`src/hw/rtl/fvws_pkg.sv`:
```
// fvws_pkg: shared codes, widths and types of the four-voice wavetable synth.
// No dependencies; every other file of the block imports it.
package fvws_pkg;

  // Input item kinds
  localparam int KIND_W = 2;
  localparam logic [KIND_W-1:0] KIND_TABLE_WRITE = 2'd0;
  localparam logic [KIND_W-1:0] KIND_TICK        = 2'd1;
  localparam logic [KIND_W-1:0] KIND_PHASE_WRITE = 2'd2;

  // Input payload widths
  localparam int ADDR_W     = 11;
  localparam int BYTE_W     = 8;
  localparam int VSEL_W     = 2;
  localparam int PHASE_IN_W = 24;

  // Configuration port and register indexes
  localparam int CFG_INDEX_W = 3;
  localparam int CFG_DATA_W  = 24;
  localparam logic [CFG_INDEX_W-1:0] CFG_RUN_MASK      = 3'd0;
  localparam logic [CFG_INDEX_W-1:0] CFG_MASTER_VOLUME = 3'd1;
  localparam logic [CFG_INDEX_W-1:0] CFG_STEP_ZERO     = 3'd2;
  localparam logic [CFG_INDEX_W-1:0] CFG_STEP_ONE      = 3'd3;
  localparam logic [CFG_INDEX_W-1:0] CFG_STEP_TWO      = 3'd4;
  localparam logic [CFG_INDEX_W-1:0] CFG_STEP_THREE    = 3'd5;

  localparam int RUN_MASK_W     = 4;
  localparam int VOLUME_W       = 8;
  localparam int STEP_W         = 24;
  localparam int STEP_REG_COUNT = 4;

  // Mixing: voice sum covers up to eight voices of -128..127
  localparam int SUM_W      = 11;
  localparam int MIX_SHIFT  = 11;
  localparam int SAMPLE_W   = 7;
  localparam int SAMPLE_MIN = -64;
  localparam int SAMPLE_MAX = 63;

  // Result queue
  localparam int OUT_DEPTH = 4;
  localparam int OUT_PTR_W = 2;
  localparam int OUT_CNT_W = 3;

  typedef logic signed [SUM_W-1:0]    sum_t;
  typedef logic signed [SAMPLE_W-1:0] sample_t;

  // Voice pipeline to mixer: tick acceptance and finished voice sums
  typedef struct packed {
    logic tick_taken;
    logic sum_valid;
    sum_t sum;
  } seq_evt_t;

endpackage

```
`src/hw/rtl/fvws_out_if.sv`:
```
// fvws_out_if: result channel of the synth, valid/ready plus one mixed sample.
// Depends on fvws_pkg.
interface fvws_out_if;
  import fvws_pkg::*;

  logic    valid;
  logic    ready;
  sample_t mixed_sample;

  modport source (output valid, mixed_sample, input ready);
  modport sink   (input valid, mixed_sample, output ready);
endinterface

```
`src/hw/rtl/fvws_mix.sv`:
```
// fvws_mix: volume multiply, divide by 2048 toward zero, clamp, result queue.
// Depends on fvws_pkg and fvws_out_if.
module fvws_mix (
  input  logic                          clk,
  input  logic                          rst_n,
  input  fvws_pkg::seq_evt_t            evt,
  input  logic [fvws_pkg::VOLUME_W-1:0] volume,
  output logic                          room,
  fvws_out_if.source                    out_chan
);
  import fvws_pkg::*;

  localparam int PROD_W = SUM_W + VOLUME_W + 1;
  localparam logic signed [PROD_W-1:0] BIAS   = PROD_W'((1 << MIX_SHIFT) - 1);
  localparam logic signed [PROD_W-1:0] SAT_LO = PROD_W'(SAMPLE_MIN);
  localparam logic signed [PROD_W-1:0] SAT_HI = PROD_W'(SAMPLE_MAX);

  logic                     d_valid_r;
  sum_t                     d_sum_r;
  logic                     e_valid_r;
  logic signed [PROD_W-1:0] prod_r;
  logic signed [PROD_W-1:0] biased;
  logic signed [PROD_W-1:0] quo;
  sample_t                  res;

  sample_t                  fifo_mem [OUT_DEPTH];
  logic [OUT_PTR_W-1:0]     wr_ptr_r;
  logic [OUT_PTR_W-1:0]     rd_ptr_r;
  logic [OUT_CNT_W-1:0]     cnt_r;
  logic [OUT_CNT_W-1:0]     pend_r;
  logic                     push;
  logic                     pop;

  assign biased = prod_r + (prod_r[PROD_W-1] ? BIAS : PROD_W'(0));
  assign quo    = biased >>> MIX_SHIFT;

  always_comb begin
    if (quo < SAT_LO) begin
      res = SAMPLE_W'(SAT_LO);
    end else if (quo > SAT_HI) begin
      res = SAMPLE_W'(SAT_HI);
    end else begin
      res = SAMPLE_W'(quo);
    end
  end

  assign push              = e_valid_r;
  assign pop               = out_chan.valid && out_chan.ready;
  assign out_chan.valid        = (cnt_r != '0);
  assign out_chan.mixed_sample = fifo_mem[rd_ptr_r];
  // ticks accepted but not yet delivered never outgrow the queue
  assign room              = (int'(pend_r) < OUT_DEPTH);

  always_ff @(posedge clk) begin
    if (!rst_n) begin
      d_valid_r <= 1'b0;
      e_valid_r <= 1'b0;
      wr_ptr_r  <= '0;
      rd_ptr_r  <= '0;
      cnt_r     <= '0;
      pend_r    <= '0;
    end else begin
      d_valid_r <= evt.sum_valid;
      e_valid_r <= d_valid_r;
      if (push) wr_ptr_r <= wr_ptr_r + OUT_PTR_W'(1);
      if (pop)  rd_ptr_r <= rd_ptr_r + OUT_PTR_W'(1);
      if (push && !pop) begin
        cnt_r <= cnt_r + OUT_CNT_W'(1);
      end else if (!push && pop) begin
        cnt_r <= cnt_r - OUT_CNT_W'(1);
      end
      if (evt.tick_taken && !pop) begin
        pend_r <= pend_r + OUT_CNT_W'(1);
      end else if (!evt.tick_taken && pop) begin
        pend_r <= pend_r - OUT_CNT_W'(1);
      end
    end
  end

  always_ff @(posedge clk) begin
    d_sum_r <= evt.sum;
    prod_r  <= PROD_W'(d_sum_r) * PROD_W'($signed({1'b0, volume}));
    if (push) fifo_mem[wr_ptr_r] <= res;
  end

endmodule

```
`src/flat_wrapper.sv`:
```
// flat-port wrapper written by rule: the top's interface ports become plain ports
module fvws_mix_flat import fvws_pkg::*;
  (clk, rst_n, evt, volume, room, out_chan_valid, out_chan_mixed_sample, out_chan_ready);
  fvws_out_if out_chan_i ();
  input  logic clk;
  input  logic rst_n;
  input  fvws_pkg::seq_evt_t evt;
  input  logic [fvws_pkg::VOLUME_W-1:0] volume;
  output logic room;
  output wire logic [$bits(out_chan_i.valid)-1:0] out_chan_valid;
  output wire logic [$bits(out_chan_i.mixed_sample)-1:0] out_chan_mixed_sample;
  input wire logic [$bits(out_chan_i.ready)-1:0] out_chan_ready;
  assign out_chan_valid = out_chan_i.valid;
  assign out_chan_mixed_sample = out_chan_i.mixed_sample;
  assign out_chan_i.ready = out_chan_ready;
  fvws_mix u_core (.clk(clk), .rst_n(rst_n), .evt(evt), .volume(volume), .room(room), .out_chan(out_chan_i));
endmodule
```
`config.mk`:
```
export PLATFORM = sky130hd
export DESIGN_NAME = fvws_mix_flat
export DESIGN_NICKNAME = d
export VERILOG_FILES = /design/src/hw/rtl/fvws_pkg.sv /design/src/hw/rtl/fvws_out_if.sv /design/src/hw/rtl/fvws_mix.sv /design/src/flat_wrapper.sv
export SDC_FILE = /design/constraint.sdc
export NUM_CORES = 1
export LEC_CHECK = 0
export BUFFER_PORTS_ARGS = -buffer_cell sky130_fd_sc_hd__buf_4
export CAP_MARGIN = 20
export CELL_PAD_IN_SITES_DETAIL_PLACEMENT = 2
export CELL_PAD_IN_SITES_GLOBAL_PLACEMENT = 2
export CORE_ASPECT_RATIO = 0.9
export CORE_MARGIN = 3
export CORE_UTILIZATION = 45
export DETAILED_ROUTE_END_ITERATION = 7
export PLACE_DENSITY_LB_ADDON = 0.1
export SYNTH_ARGS = -nofsm -noshare
export SYNTH_HDL_FRONTEND = slang
export SYNTH_SLANG_ARGS = --single-unit
```
`constraint.sdc`:
```
create_clock -name clk -period 11 [get_ports clk]
set_clock_uncertainty 0.1 [all_clocks]
set_input_delay 1.65 -clock clk [delete_from_list [all_inputs] [get_ports clk]]
set_output_delay 1.65 -clock clk [all_outputs]
set_load 0.005 [all_outputs]
```
# Word-level counts from Yosys, hierarchy flattened
# Memories as Yosys holds them, arrays and structs flattened. A register that Yosys moved wholly into a read port is not among the register bits.
# Index checks and enable logic that the tools add are counted.
[totals] register_bits=43 ram_bits=28 inputBits=24 output_inout_bits=9 elab_cells=42 memories=1
[op_classes] add_sub_neg=7 mul=1 magnitude_cmp=3 muxes=11 n_reduce_logical=11
[memory_table] name="u_core.fifo_mem" depth=4 word_bits=7 rd=1 rd_ports_with_merged_regs=1 write_ports=1 line_no="fvws_mix.sv:26" source="sample_t fifo_mem [OUT_DEPTH];"
[ops] operator="adder 20 x 12 -> 20 bit" n=1
[ops] operator="multiplier 11 x 9 -> 20 bit" n=1
[ops] operator="2-to-1 mux 7 bit" n=2
[ops] operator="2-to-1 mux 3 bit" n=4
[ops] operator="2-to-1 mux 11 bit" n=1
[ops] operator="greater-than comparator 9 x 7 -> 1 bit, second input constant" n=1
[ops] operator="less-than comparator 9 x 7 -> 1 bit, second input constant" n=1
[ops] operator="adder 3 x 1 -> 3 bit, second input constant" n=2
[ops] operator="subtractor 3 x 1 -> 3 bit, second input constant" n=2
[ops] operator="logical AND 1 bit" n=5
[ops] operator="adder 2 x 1 -> 2 bit, second input constant" n=2
[ops] operator="2-to-1 mux 2 bit" n=2
[ops] operator="nonzero test 2 bit" n=2
[ops] operator="logical NOT 1 bit" n=3
[ops] operator="less-than comparator 3 bit, second input constant" n=1
[ops] operator="nonzero test 3 bit" n=1
[ops] operator="2-to-1 mux 1 bit" n=2

# Depth between registers and ports, before layout
# Gate-level depths: netlist (run 1).
[depth] depth_word=5 mapped_depth=17 ltp_nobuf=16

# Least setup slack after synthesis (run 1)
# No wires, ideal clock.
[synth_timing] path_type="input -> register" from="input port volume[1] (netlist bit)" to="register u_core.prod_r[19]" setup_ns=0.127 arrival_ns=5.768 required_ns=10.773 path_slack_ns=5.005 stages=15 n_path_buf=2 cell_sequence="clkbuf_1 and2_1 fa_1 inv_1 fa_1 fa_1 fa_1 inv_1 ha_1 clkbuf_1 a21o_1 a21o_1 or4_1 o311ai_0 nor3_1"
[synth_between] elab_chain_cells=1
[synth_lines] item="start, declared" line_no="flat_wrapper.sv:8" source="input logic [fvws_pkg::VOLUME_W-1:0] volume;"
[synth_lines] item="multiplier 11 x 9 -> 20 bit" line_no="fvws_mix.sv:82" source="prod_r <= PROD_W'(d_sum_r) * PROD_W'($signed({1'b0, volume}));"
[synth_lines] item="end signal, assigned" line_no="fvws_mix.sv:82"
[synth_lines] item="end, declared" line_no="fvws_mix.sv:21" source="logic signed [PROD_W-1:0] prod_r;"
# Every way passes these cells.
# A chain may end at the register's enable or synchronous reset.

# Final worst setup path (run 1)
# Ends and elaborated chain as after synthesis.

==> results of run 1 <==
==> synth_stat cells, types with 2 or more instances <==
cell type | count | area share [%]
o22ai_1 | 3 | 0.30
a21boi_0 | 2 | 0.24
nand4_1 | 6 | 0.60
or2_2 | 2 | 0.20
a31oi_1 | 5 | 0.50
xnor2_1 | 16 | 2.3
nand2_1 | 50 | 3.0
a211oi_1 | 8 | 0.97
xor2_1 | 9 | 1.3
o211ai_1 | 3 | 0.36
a21oi_1 | 13 | 1.0
and3_1 | 2 | 0.20
a2111oi_4 | 2 | 0.89
a21o_1 | 9 | 1.1
edfxtp_1 | 28 | 14
nor4_1 | 2 | 0.20
ha_1 | 56 | 11
nor3_1 | 5 | 0.40
o21ai_0 | 7 | 0.56
dfxtp_1 | 45 | 15
nand3_1 | 7 | 0.56
clkbuf_1 | 13 | 0.79
fa_1 | 74 | 24
or3_1 | 5 | 0.50
nor2_1 | 14 | 0.85
inv_1 | 107 | 6.5
mux4_2 | 7 | 2.5
mux2i_1 | 3 | 0.48
a211oi_2 | 2 | 0.40
o21ai_1 | 2 | 0.16
or4_1 | 2 | 0.24
and2_1 | 61 | 6.1
nor2b_1 | 5 | 0.50
==> per-layer routing <==
| metal | vias to the layer above | part of all wire, % | GRT usage (%) |
|---|---|---|---|
| met5 | - | 0 | 0 |
| met4 | 0 | 1.0 | 4.48 |
| met3 | 10 | 2.0 | 3.01 |
| met2 | 45 | 55 | 41.4 |
| met1 | 2162 | 42 | 26.9 |
| li1 | 1997 | - | - |
==> placed cells by master (no fill, tap or decap), types with 6 or more instances in the layout <==
| cell | Yosys | routed |
|---|---|---|
| and2_1 | 61 | 61 |
| nor2_1 | 14 | 14 |
| nand3_1 | 7 | 7 |
| fa_1 | 74 | 74 |
| mux4_2 | 7 | 7 |
| a211oi_1 | 8 | 8 |
| nand4_1 | 6 | 6 |
| xnor2_1 | 16 | 16 |
| a21oi_1 | 13 | 13 |
| buf_4 | 0 | 32 |
| clkbuf_16 | 0 | 9 |
| dfxtp_1 | 45 | 45 |
| o21ai_0 | 7 | 7 |
| a21o_1 | 9 | 9 |
| xor2_1 | 9 | 9 |
| nand2_1 | 50 | 50 |
| edfxtp_1 | 28 | 28 |
| inv_1 | 107 | 107 |
| ha_1 | 56 | 56 |
==> where the power goes <==
part	internal [uW]	switching (uW)
clock	153	120
combinational	469	576
sequential	375	71.9
total	997	767
==> final timing paths <==
path,from,endpoint,slack (ns),cells past startpoint
worst max-delay path,volume[1],u_core.prod_r[19]$_DFF_P_,5.19,14
worst min-delay path,u_core.d_valid_r$_SDFF_PN0_,u_core.e_valid_r$_SDFF_PN0_,0.36,1
worst max register to register,u_core.d_sum_r[10]$_DFF_P_,u_core.prod_r[19]$_DFF_P_,6.22,13
worst min register to register,u_core.d_valid_r$_SDFF_PN0_,u_core.e_valid_r$_SDFF_PN0_,0.36,1
==> registers in the layout, summed over array words and instances (netlist names), named ones only <==
signal,cells
u_core.cnt_r,3
u_core.prod_r,20
u_core.fifo_mem,28
u_core.e_valid_r,1
u_core.rd_ptr_r,2
u_core.pend_r,3
u_core.wr_ptr_r,2
u_core.d_valid_r,1
u_core.d_sum_r,11
==> final cells by class <==
type / instances / area (sq um)
clock buffers: 10 / 229
clock inverters: 6 / 42.5
fillers: 1366 / 6540
inverters: 107 / 402
multi-input cells: 401 / 4010
flip-flops and latches: 73 / 1740
well taps: 168 / 210
repair buffers: 32 / 240
==> logic make-up (layout without fill, tap and decap cells) <==
kind of cell	after synthesis	after routing	synth area share (%)
flip-flops	73	73	28.1
XOR/XNOR	25	25	3.53
AND/OR/NAND/NOR	167	167	14.4
adder cells (fa/ha/maj)	130	130	35.2
buffers and inverters	121	155	7.32
AO/OA/AOI/OAI	69	69	8.55
multiplexers	10	10	3.02
==> through the flow <==
step                      util [%]  std cells  power (uW)  hold WS [ns]  cell area [sq um]
after detailed placement      49.2        781        1510         0.354               6610
after floorplan                  -        595        1220         0.312               6210
after global placement        49.2        781        1410         0.328               6610
after global routing          51.3        797        1960         0.373               6880
after CTS                     51.3        797        1800         0.369               6880
final                         51.3        797        1760         0.356               6880
==> flow_summary.ini, run 1 <==
[worst_setup_path]
crit_required_ns = 11.12
crit_family = adder cells
slowest_stage = fa_1
arrival_ns = 5.94
cpPeakStageDelay_ns = 0.74
end_kind = flop
crit_type = input pin to flop
cpMostUsedCell = fa_1
crit_path_start_kind = input pin
critical_path_buf_inv_count = 3
worstPathMaxFanout = 11
path_cells = buf_4 -> and2_1 -> fa_1 -> inv_1 -> fa_1 -> fa_1 -> fa_1 -> inv_1 -> ha_1 -> a21o_1 -> a21o_1 -> or4_1 -> o311ai_0 -> nor3_1

[grt]
grt_max_degree = 24
track_usage_pct = 22.2
grt_pass1_wl_mm = 26.4
grt_antenna_before_repair = 0
overflow = 0
grt_pass1_vias = 5075

[clock_tree]
h-tree-depth = 3
cts_inserted_buffers = 9
root_buffer = clkbuf_16
holdBufCountCts = 0
clk_latency_ns = 0.35
numClockSinks = 73
cts_setup_buffers = 0
cts_tree = built
ctsResizeCount = 0
cts_buffer_depth = 2
clk_pin_slew_ns = 0.06

[routing]
wl_mm = 15.6
drt_iter0_markers = 107
vias = 4214
vias_per_cell = 5.29
dr.pass1.iters = 4
routedWlPerCell_um = 19.6
ant_nets = 0
drcViolationCount = 0

[layout]
antennaDiodeCount = 0
nNetsFinal = 778
final_layout_size_suffix_gt1_share_pct = 10.7
area_delta_synth_final_pct = 10.8

[power]
p_per_area_mw_per_mm2 = 257
peakVddDrop_mv = 0.0880
p_leak_uw = 0.00315

[sta]
worst_slack_ns = 5.19
slew_headroom_pct = 44.2
fmax_mhz = 172
rsz0062_at_grt = no
setup_viol = 0
slew_violations = 0
final.setup.tns_ns = 0
worst_slew_pin_slew_ns = 0.836
period_share_pct = 52.8
finalCriticalPeriod_ns = 5.81
report.final.hold_viol_count = 0

[yosys]
synth_flop_cell = dfxtp_1
syn_area_per_cell_sq_um = 10.4
synth_warnings = 0
ys_seq_area_share_pct = 28.1
synth.distinct_cells = 53
synthArstFlopShare_pct = 0
synth_nets = 749
ys_seq_elements = 73
synth_edf_count = 28
synth_area_sq_mm = 0.00621
synth_cells = 595

[die]
ios = 33
core_area_sq_mm = 0.0134
die-area_sq_mm = 0.0152
floorplan.initialDensity_pct = 46.3
die_x_um = 130
fp-row-count = 40
die_h_um = 117

[placement]
port_buffers = 32
gp_congestion = 0.773
pre_cts_ws_ns = 4.79
dp_hpwl_mm = 13.2

[hold_path]
hp-class = flop to flop

[run]
maxCapViolations = 0

[run_status]
status = finished, final reports clean
Power figures use the tool's default switching activity.
==> run 2: changes to the inputs <==
CORE_UTILIZATION = 38   (was 45)
clock period = 5.1 ns   (was 11 ns; I/O delays follow)
==> run 2 against run 1 <==
Net effect: via count shrank 1.7%; global-route usage shrank 4.5 points; critical path depth grew 2; power grew 120%; final cell count grew 4.8%.
==> flow_summary.ini, run 2 (synthesis gave the netlist of run 1 again) <==
[grt]
overflow = 0
grt_pass1_wl_mm = 25.1
grt_pass1_vias = 4960
grt_antenna_before_repair = 0
track_usage_pct = 17.6
grt_max_degree = 24

[sta]
final.setup.tns_ns = 0
rsz0062_at_grt = no
period_share_pct = 92.2
setup_viol = 0
slew_headroom_pct = 44.6
worst_slew_pin_slew_ns = 0.829
fmax_mhz = 213
report.final.hold_viol_count = 0
slew_violations = 0
finalCriticalPeriod_ns = 4.70
worst_slack_ns = 0.400

[worst_setup_path]
worstPathMaxFanout = 11
critical_path_buf_inv_count = 4
crit_family = adder cells
cpPeakStageDelay_ns = 0.55
arrival_ns = 4.87
path_cells = buf_4 -> nand2_1 -> fa_1 -> inv_1 -> fa_1 -> inv_1 -> fa_1 -> fa_1 -> inv_1 -> ha_1 -> o21ai_0 -> o21ai_1 -> a21oi_1 -> o211ai_1 -> a311oi_1 -> xnor2_1
end_kind = flop
slowest_stage = fa_1
crit_type = input pin to flop
crit_path_start_kind = input pin
crit_required_ns = 5.28
cpMostUsedCell = fa_1

[power]
p_leak_uw = 0.00318
power_uw = 3840
p_per_area_mw_per_mm2 = 550
peakVddDrop_mv = 0.259

[layout]
nFillCells = 1695
largest_reg_flops = 28
final_layout_size_suffix_gt1_share_pct = 11.7
nNetsFinal = 782
layout_commonest_cell = inv_1
final_cell_area_sq_mm = 0.00697
layout_common_cells = inv_1 (107), fa_1 (73), and2_1 (61)
antennaDiodeCount = 0
top_regs = u_core.fifo_mem: 28 flops, u_core.prod_r: 20 flops, u_core.d_sum_r: 11 flops
area_delta_synth_final_pct = 12.3
largest_register = u_core.fifo_mem

[clock_tree]
cts_buffer_depth = 2
clk_latency_ns = 0.35
clk_pin_slew_ns = 0.06
cts_tree = built
root_buffer = clkbuf_16
h-tree-depth = 3
holdBufCountCts = 0
numClockSinks = 73
cts_inserted_buffers = 9

[hold_path]
hp-class = flop to flop

[routing]
routedWlPerCell_um = 17.4
drt_iter0_markers = 106
vias = 4143
drcViolationCount = 0
dr.pass1.iters = 4
ant_nets = 0
wl_mm = 14.5
vias_per_cell = 4.96

[placement]
dp_hpwl_mm = 12.1
gp_congestion = 0.756
pre_cts_ws_ns = -0.0303
port_buffers = 32
post_dp_cell_area_sq_mm = 0.00668

[run_status]
status = finished, final reports clean

[die]
die_h_um = 127
die-area_sq_mm = 0.0179
floorplan.initialDensity_pct = 39.5
ios = 33
core_area_sq_mm = 0.0157
die_x_um = 141
fp-row-count = 43

[run]
maxCapViolations = 0
## run 2: cell types whose count changed in the layout (fill, tap and decap cells not counted)
cell,change
a31oi_2,+1
inv_6,+1
inv_8,+1
clkinv_4,+1
buf_4,+4
fa_1,-1
fa_2,+1
clkinv_2,-2
a31oi_1,-1
clkbuf_1,-1
## run 2: what timing repair did
action,in CTS,in global routing
endpoints found under the setup margin,0,1
resized for setup,0,1
buffers inserted,0,0
## run 2: cell type report
| cell class | instances | area (sq um) | share of cell area (%) |
|---|---|---|---|
| multi-input combinational | 401 | 4020 | 57.7 |
| sequential | 73 | 1740 | 25.0 |
| inverter | 107 | 402 | 5.76 |
| timing repair buffer | 36 | 270 | 3.88 |
| tap | 202 | 253 | 3.62 |
| clock buffer | 9 | 225 | 3.23 |
| clock inverter | 7 | 61.3 | 0.879 |
## run 2: worst paths after layout
| path | slack, ns | endpoint | from | cells past startpoint |
|---|---|---|---|---|
| setup / recovery | 0.40 | u_core.prod_r[18]$_DFF_P_ | volume[2] | 16 |
| hold / removal | 0.34 | u_core.e_valid_r$_SDFF_PN0_ | u_core.d_valid_r$_SDFF_PN0_ | 1 |
| setup reg to reg | 0.41 | u_core.prod_r[18]$_DFF_P_ | u_core.d_sum_r[5]$_DFF_P_ | 15 |
| hold reg to reg | 0.34 | u_core.e_valid_r$_SDFF_PN0_ | u_core.d_valid_r$_SDFF_PN0_ | 1 |
## run 2: per-layer routing
| metal | track usage (%) | up-vias | wire length [um] |
|---|---|---|---|
| met5 | 0 | - | 0 |
| met4 | 4.50 | 0 | 192 |
| met3 | 2.96 | 11 | 331 |
| met2 | 32.4 | 42 | 7490 |
| met1 | 21.5 | 2087 | 6480 |
| li1 | - | 2003 | - |
## run 2: where the power goes
part	internal (uW)	total [uW]	switching, uW
clock	338	617	279
combinational	1030	2260	1230
sequential	808	963	155
total	2180	3840	1660
## run 2: through the flow
stage / util, % / std cells / hold slack, ns
5_1_grt: 44.4 / 835 / 0.367
4_1_cts: 44.3 / 835 / 0.347
2_1_floorplan: - / 595 / 0.312
3_3_place_gp: 42.5 / 819 / 0.323
6_report: 44.4 / 835 / 0.341
3_5_place_dp: 42.5 / 819 / 0.330
==> run 3: changes to the inputs <==
PLACE_DENSITY = 0.83   (was default)
PLACE_DENSITY_LB_ADDON = default   (was 0.1)
SETUP_SLACK_MARGIN = 0.02   (was default)
==> run 3 against run 2 <==
Net effect: power up 3.4%; sequential share of layout area is essentially flat; combinational power rose by 5%; fmax shrank 2.4%; utilization rose by 0.11 points; die area unchanged; count of clock-buffer cells in the layout stayed put; routed wire length grew 12%; worst setup slack got worse by 0.11 ns; sequential cell count unchanged; final cell count grew 0.36%; largest power group unchanged; highest routed layer unchanged.
==> flow_summary.ini, run 3 (synthesis gave the netlist of run 1 again) <==
[layout]
top_regs = u_core.fifo_mem: 28 flops, u_core.prod_r: 20 flops, u_core.d_sum_r: 11 flops
final_cell_area_sq_mm = 0.00699
nFillCells = 1675
final_layout_size_suffix_gt1_share_pct = 12.1
largest_reg_flops = 28
layout_commonest_cell = inv_1
layout_common_cells = inv_1 (107), fa_1 (73), and2_1 (61)
largest_register = u_core.fifo_mem
nNetsFinal = 785
antennaDiodeCount = 0
finalCoreUtilization_pct = 44.5
final_cells = 838
area_delta_synth_final_pct = 12.6

[worst_setup_path]
crit_required_ns = 5.26
end_kind = flop
crit_path_start_kind = input pin
crit_type = input pin to flop
reg2reg_depth = 16
r2r-start = u_core.d_sum_r[3]$_DFF_P_
worstPathMaxFanout = 11
arrival_ns = 4.98
r2r_end = u_core.prod_r[17]$_DFF_P_
r2r_slack_ns = 0.36

[clock_tree]
cts_inserted_buffers = 9
h-tree-depth = 3
holdBufCountCts = 0
clk_pin_slew_ns = 0.07
ctsResizeCount = 0
cts_setup_buffers = 0
clk_latency_ns = 0.35
numClockSinks = 73
cts_tree = built
cts_buffer_depth = 2
root_buffer = clkbuf_16

[die]
ios = 33
floorplan.initialDensity_pct = 39.5
core_area_sq_mm = 0.0157
fp-row-count = 43
die-area_sq_mm = 0.0179
die_x_um = 141
die_h_um = 127

[power]
p_per_area_mw_per_mm2 = 567
p_leak_uw = 0.00319
peakVddDrop_mv = 0.264

[grt]
grt_max_degree = 24
grt_pass1_wl_mm = 27.2
track_usage_pct = 19.4
grt_antenna_before_repair = 0
overflow = 0
grt_pass1_vias = 5135

[routing]
vias = 4310
drcViolationCount = 0
wl_mm = 16.3
routedWlPerCell_um = 19.4
dr.pass1.iters = 4
ant_nets = 0
vias_per_cell = 5.14
drt_iter0_markers = 123

[placement]
dp_hpwl_mm = 13.1
post_dp_cell_area_sq_mm = 0.00670
gp_congestion = 0.799
port_buffers = 32
dp_cells = 822
pre_cts_ws_ns = -0.0733

[hold_path]
worstHoldStart = u_core.d_valid_r$_SDFF_PN0_
min_to = u_core.e_valid_r$_SDFF_PN0_
hp-class = flop to flop
worstHoldPathCells = 1

[sta]
worst_slack_ns = 0.287
rsz0062_at_grt = no
period_share_pct = 94.4
report.final.hold_viol_count = 0
fmax_mhz = 208
slew_headroom_pct = 41.7
worst_slew_pin_slew_ns = 0.873
setup_viol = 0
finalCriticalPeriod_ns = 4.81
slew_violations = 0
holdWs_ns = 0.358

[run]
maxCapViolations = 0

[run_status]
status = finished, final reports clean
## run 3: cell count changes in the layout (fill, tap and decap cells not counted)
cell     before  now
a31oi_2       1    0
buf_4        36   39
dfxtp_2       0    1
dfxtp_1      45   44
a31oi_1       4    5
## run 3: per-layer routing
layer / global-route usage (%) / vias up / wire, um
met1: 21.6 / 2200 / 6590
li1: - / 2012 / -
met3: 4.42 / 34 / 480
met2: 36.7 / 64 / 8830
met4: 6.27 / 0 / 391
met5: 0 / - / 0
## run 3: critical path, stage by stage
cell and delay [ns]:
buf_4 0.16, and2_1 0.20, fa_1 0.59, inv_1 0.17, fa_2 0.70, fa_1 0.46
fa_1 0.55, inv_1 0.04, ha_1 0.32, a21o_1 0.19, a21o_1 0.19, and2_1 0.16
o21ai_0 0.14, o311ai_0 0.17, nor3_1 0.18
## run 3: how the worst max path moves through the flow
stage,start,end,slack [ns],cells past startpoint
floorplan,volume[1],u_core.prod_r[19]$_DFF_P_,0.04,15
global placement,volume[1],u_core.prod_r[19]$_DFF_P_,0.07,14
detailed placement,volume[1],u_core.prod_r[19]$_DFF_P_,-0.07,14
CTS,u_core.d_sum_r[5]$_DFF_P_,u_core.prod_r[18]$_DFF_P_,0.27,15
global route,volume[2],u_core.prod_r[18]$_DFF_P_,0.02,16
finish,volume[1],u_core.prod_r[19]$_DFF_P_,0.29,15
## run 3: area by class of cell
cell class	count	area, sq um	area share [%]
flip-flops and latches	73	1740	24.9
multi-input cells	401	4010	57.4
inverters	107	402	5.75
repair buffers	39	293	4.19
well taps	202	253	3.62
clock inverters	7	61.3	0.877
clock buffers	9	225	3.22
## run 3: metrics by stage
| stage | TNS [ns] | power (uW) |
|---|---|---|
| after floorplan | 0 | 2630 |
| after global placement | 0 | 3130 |
| after detailed placement | -0.0733 | 3360 |
| after CTS | 0 | 4020 |
| after global routing | 0 | 4370 |
| final | 0 | 3970 |
## run 3: report_power, final
part           internal, uW  total (uW)  switching, uW
Combinational          1070        2380           1310
Clock                   338         615            277
Sequential              809         968            159
Total                  2220        3970           1740
